===== config.mk =====
export PLATFORM = sky130hd
export DESIGN_NAME = double_ended_queue_flat
export DESIGN_NICKNAME = d
export VERILOG_FILES = /design/src/hdl/dq_pkg.sv /design/src/hdl/dq_req_if.sv /design/src/hdl/dq_res_if.sv /design/src/hdl/dq_ctrl.sv /design/src/hdl/dq_dp.sv /design/src/hdl/double_ended_queue.sv /design/src/flat_wrapper.sv
export SDC_FILE = /design/constraint.sdc
export NUM_CORES = 2
export LEC_CHECK = 0
export BUFFER_PORTS_ARGS = -buffer_cell sky130_fd_sc_hd__buf_2
export CAP_MARGIN = 30
export CORE_UTILIZATION = 25
export DETAILED_ROUTE_END_ITERATION = 6
export GPL_TIMING_DRIVEN = 0
export PLACE_DENSITY = 0.39
export SLEW_MARGIN = 10
export SYNTH_ARGS = -nofsm -noshare
export SYNTH_HDL_FRONTEND = slang
export SYNTH_SLANG_ARGS = --single-unit

===== constraint.sdc =====
create_clock -name clk -period 6.7 [get_ports clk]
set_input_delay 0.67 -clock clk [delete_from_list [all_inputs] [get_ports clk]]
set_output_delay 0.67 -clock clk [all_outputs]
set_load 0.005 [all_outputs]

===== src/hdl/dq_pkg.sv =====
`timescale 1ns / 1ps
// shared types and constants for the double-ended queue
// no dependencies

package dq_pkg;

    localparam int VALUE_W   = 32;
    localparam int ENTRIES_W = 7;
    localparam int OP_W      = 3;
    localparam int STATUS_W  = 2;

    typedef enum logic [OP_W-1:0] {
        OP_PUSH_FRONT = 3'd0,
        OP_PUSH_BACK  = 3'd1,
        OP_POP_FRONT  = 3'd2,
        OP_POP_BACK   = 3'd3,
        OP_READ_FWD   = 3'd4,
        OP_READ_BWD   = 3'd5,
        OP_COUNT      = 3'd6
    } op_t;

    typedef enum logic [STATUS_W-1:0] {
        STS_OK    = 2'd0,
        STS_EMPTY = 2'd1,
        STS_FULL  = 2'd2
    } status_t;

    typedef enum logic [1:0] {
        S_IDLE,
        S_POP_OUT,
        S_SCAN
    } state_t;

    typedef struct packed {
        logic    wr_front;
        logic    wr_back;
        logic    pop_front;
        logic    pop_back;
        logic    scan_fwd;
        logic    scan_bwd;
        logic    scan_step;
        logic    out_load;
        logic    out_mem;
        status_t out_status;
        logic    out_last;
    } cmd_t;

    typedef struct packed {
        logic empty;
        logic full;
        logic scan_last;
        logic out_free;
    } sts_t;

endpackage


===== src/hdl/dq_req_if.sv =====
`timescale 1ns / 1ps
// request channel: op code and value to push
// depends on dq_pkg

interface dq_req_if;
    logic                              valid;
    logic                              ready;
    logic        [dq_pkg::OP_W-1:0]    op;
    logic signed [dq_pkg::VALUE_W-1:0] value;

    modport source (output valid, output op, output value, input ready);
    modport sink   (input valid, input op, input value, output ready);
endinterface


===== src/hdl/dq_res_if.sv =====
`timescale 1ns / 1ps
// result channel: popped or read value, entry count, status, last flag
// depends on dq_pkg

interface dq_res_if;
    logic                                valid;
    logic                                ready;
    logic signed [dq_pkg::VALUE_W-1:0]   value_res;
    logic        [dq_pkg::ENTRIES_W-1:0] entries;
    logic        [dq_pkg::STATUS_W-1:0]  status;
    logic                                last;

    modport source (output valid, output value_res, output entries, output status,
                    output last, input ready);
    modport sink   (input valid, input value_res, input entries, input status,
                    input last, output ready);
endinterface


===== src/hdl/dq_ctrl.sv =====
`timescale 1ns / 1ps
// controller state machine for the double-ended queue
// depends on dq_pkg; drives commands into dq_dp

module dq_ctrl (
    input  logic                      clk,
    input  logic                      rst_n,
    input  logic                      req_valid,
    input  logic [dq_pkg::OP_W-1:0]   req_op,
    output logic                      req_ready,
    input  dq_pkg::sts_t              sts,
    output dq_pkg::cmd_t              cmd
);

    dq_pkg::state_t state_reg;
    dq_pkg::state_t state_next;
    logic           accept;

    assign req_ready = (state_reg == dq_pkg::S_IDLE) && sts.out_free;
    assign accept    = req_valid && req_ready;

    always_ff @(posedge clk or negedge rst_n)
    begin
        if (!rst_n)
        begin
            state_reg <= dq_pkg::S_IDLE;
        end
        else
        begin
            state_reg <= state_next;
        end
    end

    // next state
    always_comb
    begin
        state_next = state_reg;
        case (state_reg)
            dq_pkg::S_IDLE:
            begin
                if (accept)
                begin
                    case (dq_pkg::op_t'(req_op))
                        dq_pkg::OP_POP_FRONT, dq_pkg::OP_POP_BACK:
                        begin
                            if (!sts.empty)
                            begin
                                state_next = dq_pkg::S_POP_OUT;
                            end
                        end
                        dq_pkg::OP_READ_FWD, dq_pkg::OP_READ_BWD:
                        begin
                            if (!sts.empty)
                            begin
                                state_next = dq_pkg::S_SCAN;
                            end
                        end
                        default:
                        begin
                            state_next = dq_pkg::S_IDLE;
                        end
                    endcase
                end
            end
            dq_pkg::S_POP_OUT:
            begin
                if (sts.out_free)
                begin
                    state_next = dq_pkg::S_IDLE;
                end
            end
            dq_pkg::S_SCAN:
            begin
                if (sts.out_free && sts.scan_last)
                begin
                    state_next = dq_pkg::S_IDLE;
                end
            end
            default:
            begin
                state_next = dq_pkg::S_IDLE;
            end
        endcase
    end

    // commands
    always_comb
    begin
        cmd            = '0;
        cmd.out_status = dq_pkg::STS_OK;
        case (state_reg)
            dq_pkg::S_IDLE:
            begin
                if (accept)
                begin
                    case (dq_pkg::op_t'(req_op))
                        dq_pkg::OP_PUSH_FRONT, dq_pkg::OP_PUSH_BACK:
                        begin
                            if (sts.full)
                            begin
                                cmd.out_load   = 1'b1;
                                cmd.out_status = dq_pkg::STS_FULL;
                                cmd.out_last   = 1'b1;
                            end
                            else if (dq_pkg::op_t'(req_op) == dq_pkg::OP_PUSH_FRONT)
                            begin
                                cmd.wr_front = 1'b1;
                            end
                            else
                            begin
                                cmd.wr_back = 1'b1;
                            end
                        end
                        dq_pkg::OP_POP_FRONT, dq_pkg::OP_POP_BACK,
                        dq_pkg::OP_READ_FWD, dq_pkg::OP_READ_BWD:
                        begin
                            if (sts.empty)
                            begin
                                cmd.out_load   = 1'b1;
                                cmd.out_status = dq_pkg::STS_EMPTY;
                                cmd.out_last   = 1'b1;
                            end
                            else
                            begin
                                cmd.pop_front = (dq_pkg::op_t'(req_op) == dq_pkg::OP_POP_FRONT);
                                cmd.pop_back  = (dq_pkg::op_t'(req_op) == dq_pkg::OP_POP_BACK);
                                cmd.scan_fwd  = (dq_pkg::op_t'(req_op) == dq_pkg::OP_READ_FWD);
                                cmd.scan_bwd  = (dq_pkg::op_t'(req_op) == dq_pkg::OP_READ_BWD);
                            end
                        end
                        dq_pkg::OP_COUNT:
                        begin
                            cmd.out_load = 1'b1;
                            cmd.out_last = 1'b1;
                        end
                        default:
                        begin
                            cmd.out_load = 1'b0;
                        end
                    endcase
                end
            end
            dq_pkg::S_POP_OUT:
            begin
                if (sts.out_free)
                begin
                    cmd.out_load = 1'b1;
                    cmd.out_mem  = 1'b1;
                    cmd.out_last = 1'b1;
                end
            end
            dq_pkg::S_SCAN:
            begin
                if (sts.out_free)
                begin
                    cmd.out_load  = 1'b1;
                    cmd.out_mem   = 1'b1;
                    cmd.out_last  = sts.scan_last;
                    cmd.scan_step = !sts.scan_last;
                end
            end
            default:
            begin
                cmd.out_load = 1'b0;
            end
        endcase
    end

endmodule


===== src/hdl/dq_dp.sv =====
`timescale 1ns / 1ps
// datapath: ring buffer memory, front index, entry count, scan pointer, result register
// depends on dq_pkg and dq_res_if; commanded by dq_ctrl

module dq_dp #(
    parameter int DEPTH = 64
) (
    input  logic                              clk,
    input  logic                              rst_n,
    input  logic signed [dq_pkg::VALUE_W-1:0] push_value,
    input  dq_pkg::cmd_t                      cmd,
    output dq_pkg::sts_t                      sts,
    dq_res_if.source                          res
);

    localparam int AW = $clog2(DEPTH);
    localparam int CW = $clog2(DEPTH + 1);

    logic [dq_pkg::VALUE_W-1:0] mem [DEPTH];

    logic [AW-1:0] front_reg, front_next;
    logic [CW-1:0] count_reg, count_next;
    logic [AW-1:0] rp_reg, rp_next;
    logic [AW-1:0] rem_reg, rem_next;
    logic          bwd_reg, bwd_next;
    logic          ov_reg, ov_next;

    logic [dq_pkg::VALUE_W-1:0]   rd_data_reg;
    logic [dq_pkg::VALUE_W-1:0]   ovalue_reg;
    logic [dq_pkg::ENTRIES_W-1:0] oentries_reg;
    dq_pkg::status_t              ostatus_reg;
    logic                         olast_reg;

    logic [AW-1:0] cnt_lo;
    logic [AW-1:0] back_pos;
    logic [AW-1:0] back_wr;
    logic [AW-1:0] front_dec;
    logic [AW-1:0] rp_step;
    logic [AW-1:0] rd_addr;
    logic          rd_en;

    function automatic logic [AW-1:0] ring_add(input logic [AW-1:0] a, input logic [AW-1:0] b);
        logic [AW:0] s;
        s = {1'b0, a} + {1'b0, b};
        if (s >= (AW+1)'(DEPTH))
        begin
            s = s - (AW+1)'(DEPTH);
        end
        return s[AW-1:0];
    endfunction

    function automatic logic [AW-1:0] ring_inc(input logic [AW-1:0] a);
        return (a == AW'(DEPTH - 1)) ? '0 : a + AW'(1);
    endfunction

    function automatic logic [AW-1:0] ring_dec(input logic [AW-1:0] a);
        return (a == '0) ? AW'(DEPTH - 1) : a - AW'(1);
    endfunction

    assign cnt_lo    = count_reg[AW-1:0];
    assign back_pos  = ring_add(front_reg, cnt_lo - AW'(1));
    assign back_wr   = ring_add(front_reg, cnt_lo);
    assign front_dec = ring_dec(front_reg);
    assign rp_step   = bwd_reg ? ring_dec(rp_reg) : ring_inc(rp_reg);

    assign sts.empty     = (count_reg == '0);
    assign sts.full      = (count_reg == CW'(DEPTH));
    assign sts.scan_last = (rem_reg == '0);
    assign sts.out_free  = !ov_reg || res.ready;

    always_comb
    begin
        front_next = front_reg;
        count_next = count_reg;
        rp_next    = rp_reg;
        rem_next   = rem_reg;
        bwd_next   = bwd_reg;
        rd_addr    = front_reg;
        rd_en      = 1'b0;
        if (cmd.wr_front)
        begin
            front_next = front_dec;
            count_next = count_reg + CW'(1);
        end
        if (cmd.wr_back)
        begin
            count_next = count_reg + CW'(1);
        end
        if (cmd.pop_front)
        begin
            front_next = ring_inc(front_reg);
            count_next = count_reg - CW'(1);
            rd_addr    = front_reg;
            rd_en      = 1'b1;
        end
        if (cmd.pop_back)
        begin
            count_next = count_reg - CW'(1);
            rd_addr    = back_pos;
            rd_en      = 1'b1;
        end
        if (cmd.scan_fwd || cmd.scan_bwd)
        begin
            rp_next  = cmd.scan_bwd ? back_pos : front_reg;
            rem_next = cnt_lo - AW'(1);
            bwd_next = cmd.scan_bwd;
            rd_addr  = cmd.scan_bwd ? back_pos : front_reg;
            rd_en    = 1'b1;
        end
        if (cmd.scan_step)
        begin
            rp_next  = rp_step;
            rem_next = rem_reg - AW'(1);
            rd_addr  = rp_step;
            rd_en    = 1'b1;
        end
    end

    always_comb
    begin
        ov_next = ov_reg;
        if (cmd.out_load)
        begin
            ov_next = 1'b1;
        end
        else if (res.ready)
        begin
            ov_next = 1'b0;
        end
    end

    always_ff @(posedge clk or negedge rst_n)
    begin
        if (!rst_n)
        begin
            front_reg <= '0;
            count_reg <= '0;
            rp_reg    <= '0;
            rem_reg   <= '0;
            bwd_reg   <= 1'b0;
            ov_reg    <= 1'b0;
        end
        else
        begin
            front_reg <= front_next;
            count_reg <= count_next;
            rp_reg    <= rp_next;
            rem_reg   <= rem_next;
            bwd_reg   <= bwd_next;
            ov_reg    <= ov_next;
        end
    end

    // ring buffer storage
    always_ff @(posedge clk)
    begin
        if (cmd.wr_front)
        begin
            mem[front_dec] <= push_value;
        end
        else if (cmd.wr_back)
        begin
            mem[back_wr] <= push_value;
        end
        if (rd_en)
        begin
            rd_data_reg <= mem[rd_addr];
        end
    end

    // result payload
    always_ff @(posedge clk)
    begin
        if (cmd.out_load)
        begin
            ovalue_reg   <= cmd.out_mem ? rd_data_reg : '0;
            oentries_reg <= dq_pkg::ENTRIES_W'(count_reg);
            ostatus_reg  <= cmd.out_status;
            olast_reg    <= cmd.out_last;
        end
    end

    assign res.valid     = ov_reg;
    assign res.value_res = ovalue_reg;
    assign res.entries   = oentries_reg;
    assign res.status    = ostatus_reg;
    assign res.last      = olast_reg;

endmodule


===== src/hdl/double_ended_queue.sv =====
`timescale 1ns / 1ps
// top level of the double-ended queue: controller plus ring buffer datapath
// depends on dq_pkg, dq_req_if, dq_res_if, dq_ctrl, dq_dp
//
//  channel  dir  payload                              transaction per
//  req      in   op, value                            request
//  res      out  value_res, entries, status, last     result
//
// push: no result; count, full push or empty pop/readout: result in the cycle after acceptance
// pop: the registered memory read port captures the value, then the result register loads it
// readout of n entries: read register then result register, one entry per cycle unless res stalls
// req.ready is low while a pop or readout is in flight and while a held result blocks the register
// reset clears front index, count and result valid; storage is not cleared
// a stall on res holds the result register and pauses the readout

module double_ended_queue #(
    parameter int DEPTH = 64
) (
    input  logic      clk,
    input  logic      rst_n,
    dq_req_if.sink    req,
    dq_res_if.source  res
);

    dq_pkg::cmd_t cmd;
    dq_pkg::sts_t sts;
    logic         ready_w;

    assign req.ready = ready_w;

    dq_ctrl u_ctrl (
        .clk       (clk),
        .rst_n     (rst_n),
        .req_valid (req.valid),
        .req_op    (req.op),
        .req_ready (ready_w),
        .sts       (sts),
        .cmd       (cmd)
    );

    dq_dp #(
        .DEPTH (DEPTH)
    ) u_dp (
        .clk        (clk),
        .rst_n      (rst_n),
        .push_value (req.value),
        .cmd        (cmd),
        .sts        (sts),
        .res        (res)
    );

endmodule


===== src/flat_wrapper.sv =====
// flat-port wrapper written by rule: the top's interface ports become plain ports
module double_ended_queue_flat 
#(
    parameter int DEPTH = 64
)
  (clk, rst_n, req_valid, req_op, req_value, req_ready, res_valid, res_value_res, res_entries, res_status, res_last, res_ready);
  dq_req_if req_i ();
  dq_res_if res_i ();
  input  logic clk;
  input  logic rst_n;
  input wire logic [$bits(req_i.valid)-1:0] req_valid;
  input wire logic [$bits(req_i.op)-1:0] req_op;
  input wire logic [$bits(req_i.value)-1:0] req_value;
  output wire logic [$bits(req_i.ready)-1:0] req_ready;
  output wire logic [$bits(res_i.valid)-1:0] res_valid;
  output wire logic [$bits(res_i.value_res)-1:0] res_value_res;
  output wire logic [$bits(res_i.entries)-1:0] res_entries;
  output wire logic [$bits(res_i.status)-1:0] res_status;
  output wire logic [$bits(res_i.last)-1:0] res_last;
  input wire logic [$bits(res_i.ready)-1:0] res_ready;
  assign req_i.valid = req_valid;
  assign req_i.op = req_op;
  assign req_i.value = req_value;
  assign req_ready = req_i.ready;
  assign res_valid = res_i.valid;
  assign res_value_res = res_i.value_res;
  assign res_entries = res_i.entries;
  assign res_status = res_i.status;
  assign res_last = res_i.last;
  assign res_i.ready = res_ready;
  double_ended_queue #(.DEPTH(DEPTH)) u_core (.clk(clk), .rst_n(rst_n), .req(req_i), .res(res_i));
endmodule

==> results.py <==
metrics = {
    "setup_path": {
        "worstPathArrival_ns": 7.59,
        "crit_path_end_kind": "register",
        "critical_path.max_fanout": 10,
        "slowest_stage": "a221oi_1",
        "critPathMaxStageDelay_ns": 1.21,
        "cp_num_buf_inv": 5,
        "r2r_start": "u_core.u_dp.count_reg[0]$_DFFE_PN0P_",
        "crit_family": "compound AO/OA/AOI/OAI gates",
        "required_ns": 7.39,
        "path_class": "reg -> reg",
        "worstSetupStartpoint": "u_core.u_dp.count_reg[0]$_DFFE_PN0P_",
        "crit_chain": "inv_1 -> ha_1 -> inv_1 -> ha_1 -> a21o_1 -> a21oi_1 -> xnor2_1 -> o221ai_1 -> buf_2 -> nand2_2 -> buf_2 -> clkbuf_2 -> a221oi_1 -> nor4_1 -> a32o_1",
        "start_kind": "register",
    },
    "finish": {
        "nFillCells": 34300,
        "largest_reg_flops": 2048,
        "drive_gt1_frac": 0.160,
        "fin_nets": 6680,
        "final_cell_area_um2": 107000,
        "syn2layout_area_growth_pct": 22.6,
        "finalCoreUtilization": 0.308,
    },
    "global_routing": {
        "grt_overflow": 0,
        "grt_pass1_vias": 56500,
        "antenna_found_initial": 62,
        "grt_pass1_wl_um": 603000,
        "track_usage": 0.266,
        "grt_max_degree": 65,
    },
    "placement": {
        "placement.cell_area_um2": 98800,
        "dp_slack_ns": -0.597,
        "place_congestion": 0.961,
        "portBuffers": 82,
        "hpwl_um": 341000,
    },
    "synthesis": {
        "synth_top_family_by_area": "simple AND/OR/NAND/NOR gates",
        "synth_xor_area_frac": 0.00282,
        "synth_edf_count": 2122,
        "synthAdderAreaFrac": 0.00449,
        "synth_nets": 6073,
        "synth_compound_area_frac": 0.0793,
        "yosys_most_used_dff": "edfxtp_1",
        "synth_mux_area_frac": 0.0557,
        "netlist_area_um2": 86900,
        "yosysWarnings": 0,
        "avgSynthCellArea_um2": 14.5,
        "synthCells": 6004,
        "synthTopCellsByArea": "edfxtp_1 73%, mux2i_1 5.6%, nand2_1 4.8%, nand3_1 2.2%, a21oi_1 1.7%",
        "yosys.area_share.simple": 0.0923,
        "synthArstFlopShare": 0.0135,
        "yosysUniqueCellTypes": 86,
        "synth-seq-cells": 2151,
        "yosys-top-cells-count": "2122 x edfxtp_1, 1114 x nand2_1, 484 x mux2i_1, 390 x nand3_1, 299 x a21oi_1",
        "yosys.area.top_type_share": 0.733,
        "yosysMostFrequentCell": "edfxtp_1",
        "yosysTopAreaCell": "edfxtp_1",
        "synth_seq_area_share": 0.741,
    },
    "sta": {
        "fin_crit_sh": 1.03,
        "setup_violations": 3,
        "post-route-min-period_ns": 6.90,
        "maxSlewViolCount": 0,
        "worstMarginPinSlew_ns": 1.36,
        "slew_headroom": 0.0941,
        "fmax_mhz": 145,
        "fin_ws_ns": -0.199,
        "clock-skew-final_ns": 0.102,
        "hold_viol_final": 0,
    },
    "status": {
        "status": "finished, violations left",
        "violations": "DRC, setup timing",
    },
    "clocking": {
        "clock-root-buffer": "clkbuf_16",
        "cts_sinks": 2151,
        "cts_tree": "done",
        "clk_latency_ns": 1.00,
        "htree_levels": 4,
        "numCtsBuffers": 240,
        "clk_pin_slew_ns": 0.06,
        "clockBufferDepth": 4,
    },
    "pwr": {
        "p_int_mw": 29.7,
        "pwr-share-clk": 0.217,
        "switching_share": 0.508,
        "pwr-share-seq": 0.259,
        "pwr-share-comb": 0.524,
        "leakage_nw": 36.1,
        "power_density_nw_per_um2": 567,
        "ir_drop_v": 0.000378,
        "p_switching_mw": 30.7,
        "total_power_mw": 60.4,
    },
    "die": {
        "pin_count": 83,
        "rows": 216,
        "coreArea_um2": 346000,
        "die_area_um2": 350000,
        "initial_core_util": 0.251,
        "die_y_um": 592,
        "die_w_um": 592,
    },
    "drt": {
        "vias_per_cell": 5.51,
        "drt-initial-drc-count": 11300,
        "antenna_left": 0,
        "drc": 5,
        "first_pass_iters": 7,
        "wire_per_inst_um": 41.8,
        "routed_wl_um": 477000,
        "vias": 63000,
    },
    "min_path": {
        "hp-class": "in -> reg",
        "worstHoldStart": "req_value[22]",
    },
    "flow_run": {
        "maxCapViolations": 0,
    },
}
-- per-layer routing --
| layer | GRT usage | share of wire | wire length [um] |
|---|---|---|---|
| met5 | 0 | 0.00019 | 90 |
| met4 | 0.162 | 0.072 | 34300 |
| met3 | 0.0708 | 0.11 | 54300 |
| met2 | 0.386 | 0.42 | 199000 |
| met1 | 0.354 | 0.40 | 190000 |
-- cell type report --
cell class,instances,area [um2],area share
buffer,390,1930,0.0181
timing repair buffer,365,5570,0.0523
multi-input combinational,3401,21100,0.198
antenna,32,80.1,0.000752
inverter,62,233,0.00218
clock buffer,295,6250,0.0587
sequential,2151,64400,0.605
clock inverter,146,1220,0.0115
tap,4578,5730,0.0538
-- final timing paths --
kind	endpoint	slack [ns]	cells after the start
max	u_core.u_dp.rd_data_reg[10]$_DFFE_PP_	-0.20	15
min	u_core.u_dp.mem[8][22]$_DFFE_PP_	0.08	1
max reg2reg	u_core.u_dp.rd_data_reg[10]$_DFFE_PP_	-0.20	15
min reg2reg	u_core.u_dp.res.entries[5]$_DFFE_PP_	0.46	0
max in group asynchronous	u_core.u_dp.rp_reg[0]$_DFFE_PN0P_	5.80	2
min in group asynchronous	u_core.u_dp.front_reg[5]$_DFFE_PN0P_	0.35	2
-- logic make-up after synthesis --
logic type	after synthesis
muxes	484
adders and majority gates	30
DFF	2151
AOI/OAI and AO/OA	1009
and+or+nand+nor	1850
buffers and inverters	452
xor gates and xnor gates	28
-- power by group through the flow --
stage	clock network (mW)	registers, mW	logic [mW]
after global routing	13.6	15.7	31.1
after global placement	0	16.0	28.5
after floorplan	0	15.9	11.7
after detailed placement	0	15.9	30.1
after CTS	13.2	15.6	30.2
final	13.1	15.6	31.7
-- through the flow --
| step | instances | setup TNS, ns | hold slack (ns) |
|---|---|---|---|
| floorplan | 6004 | 0 | 0.374 |
| global placement | 10700 | -3770.94 | 0.432 |
| detailed placement | 10900 | -4.98 | 0.438 |
| CTS | 11400 | 0 | 0.0366 |
| global route | 11400 | -0.00130 | 0.0756 |
| finish | 11400 | -0.277 | 0.0784 |
-- worst reg2reg max path, cell delays in order (launching register included) --
cell      delay (ns)
dfrtp_1         0.56
inv_1           0.13
ha_1            0.44
inv_1           0.07
ha_1            0.27
a21o_1          0.18
a21oi_1         0.22
xnor2_1         0.18
o221ai_1        0.50
buf_2           0.74
nand2_2         0.38
buf_2           0.40
clkbuf_2        0.55
a221oi_1        1.24
nor4_1          0.36
a32o_1          0.46
-- timing repair --
| action | 4_1_cts | 5_1_grt |
|---|---|---|
| endpoints found under the hold margin | 87 | 0 |
| gates resized for setup | 0 | 1 |
| setup buffers | 0 | 0 |
| endpoints found under the setup margin | 0 | 1 |
| hold buffers | 8 | 0 |
-- layout by cell type (no fill, tap or decap), drive strengths merged, types with 46 or more instances in the layout --
cell type	n
clkinv	118
a311oi	101
nor2	128
edfxtp	2122
buf	616
a21oi	300
nand2	1117
nand3	391
nor3	46
o21ai	136
a211oi	67
a221oi	62
inv	68
mux2i	484
clkbuf	425
Note: power is estimated with default switching activity, not from simulation.
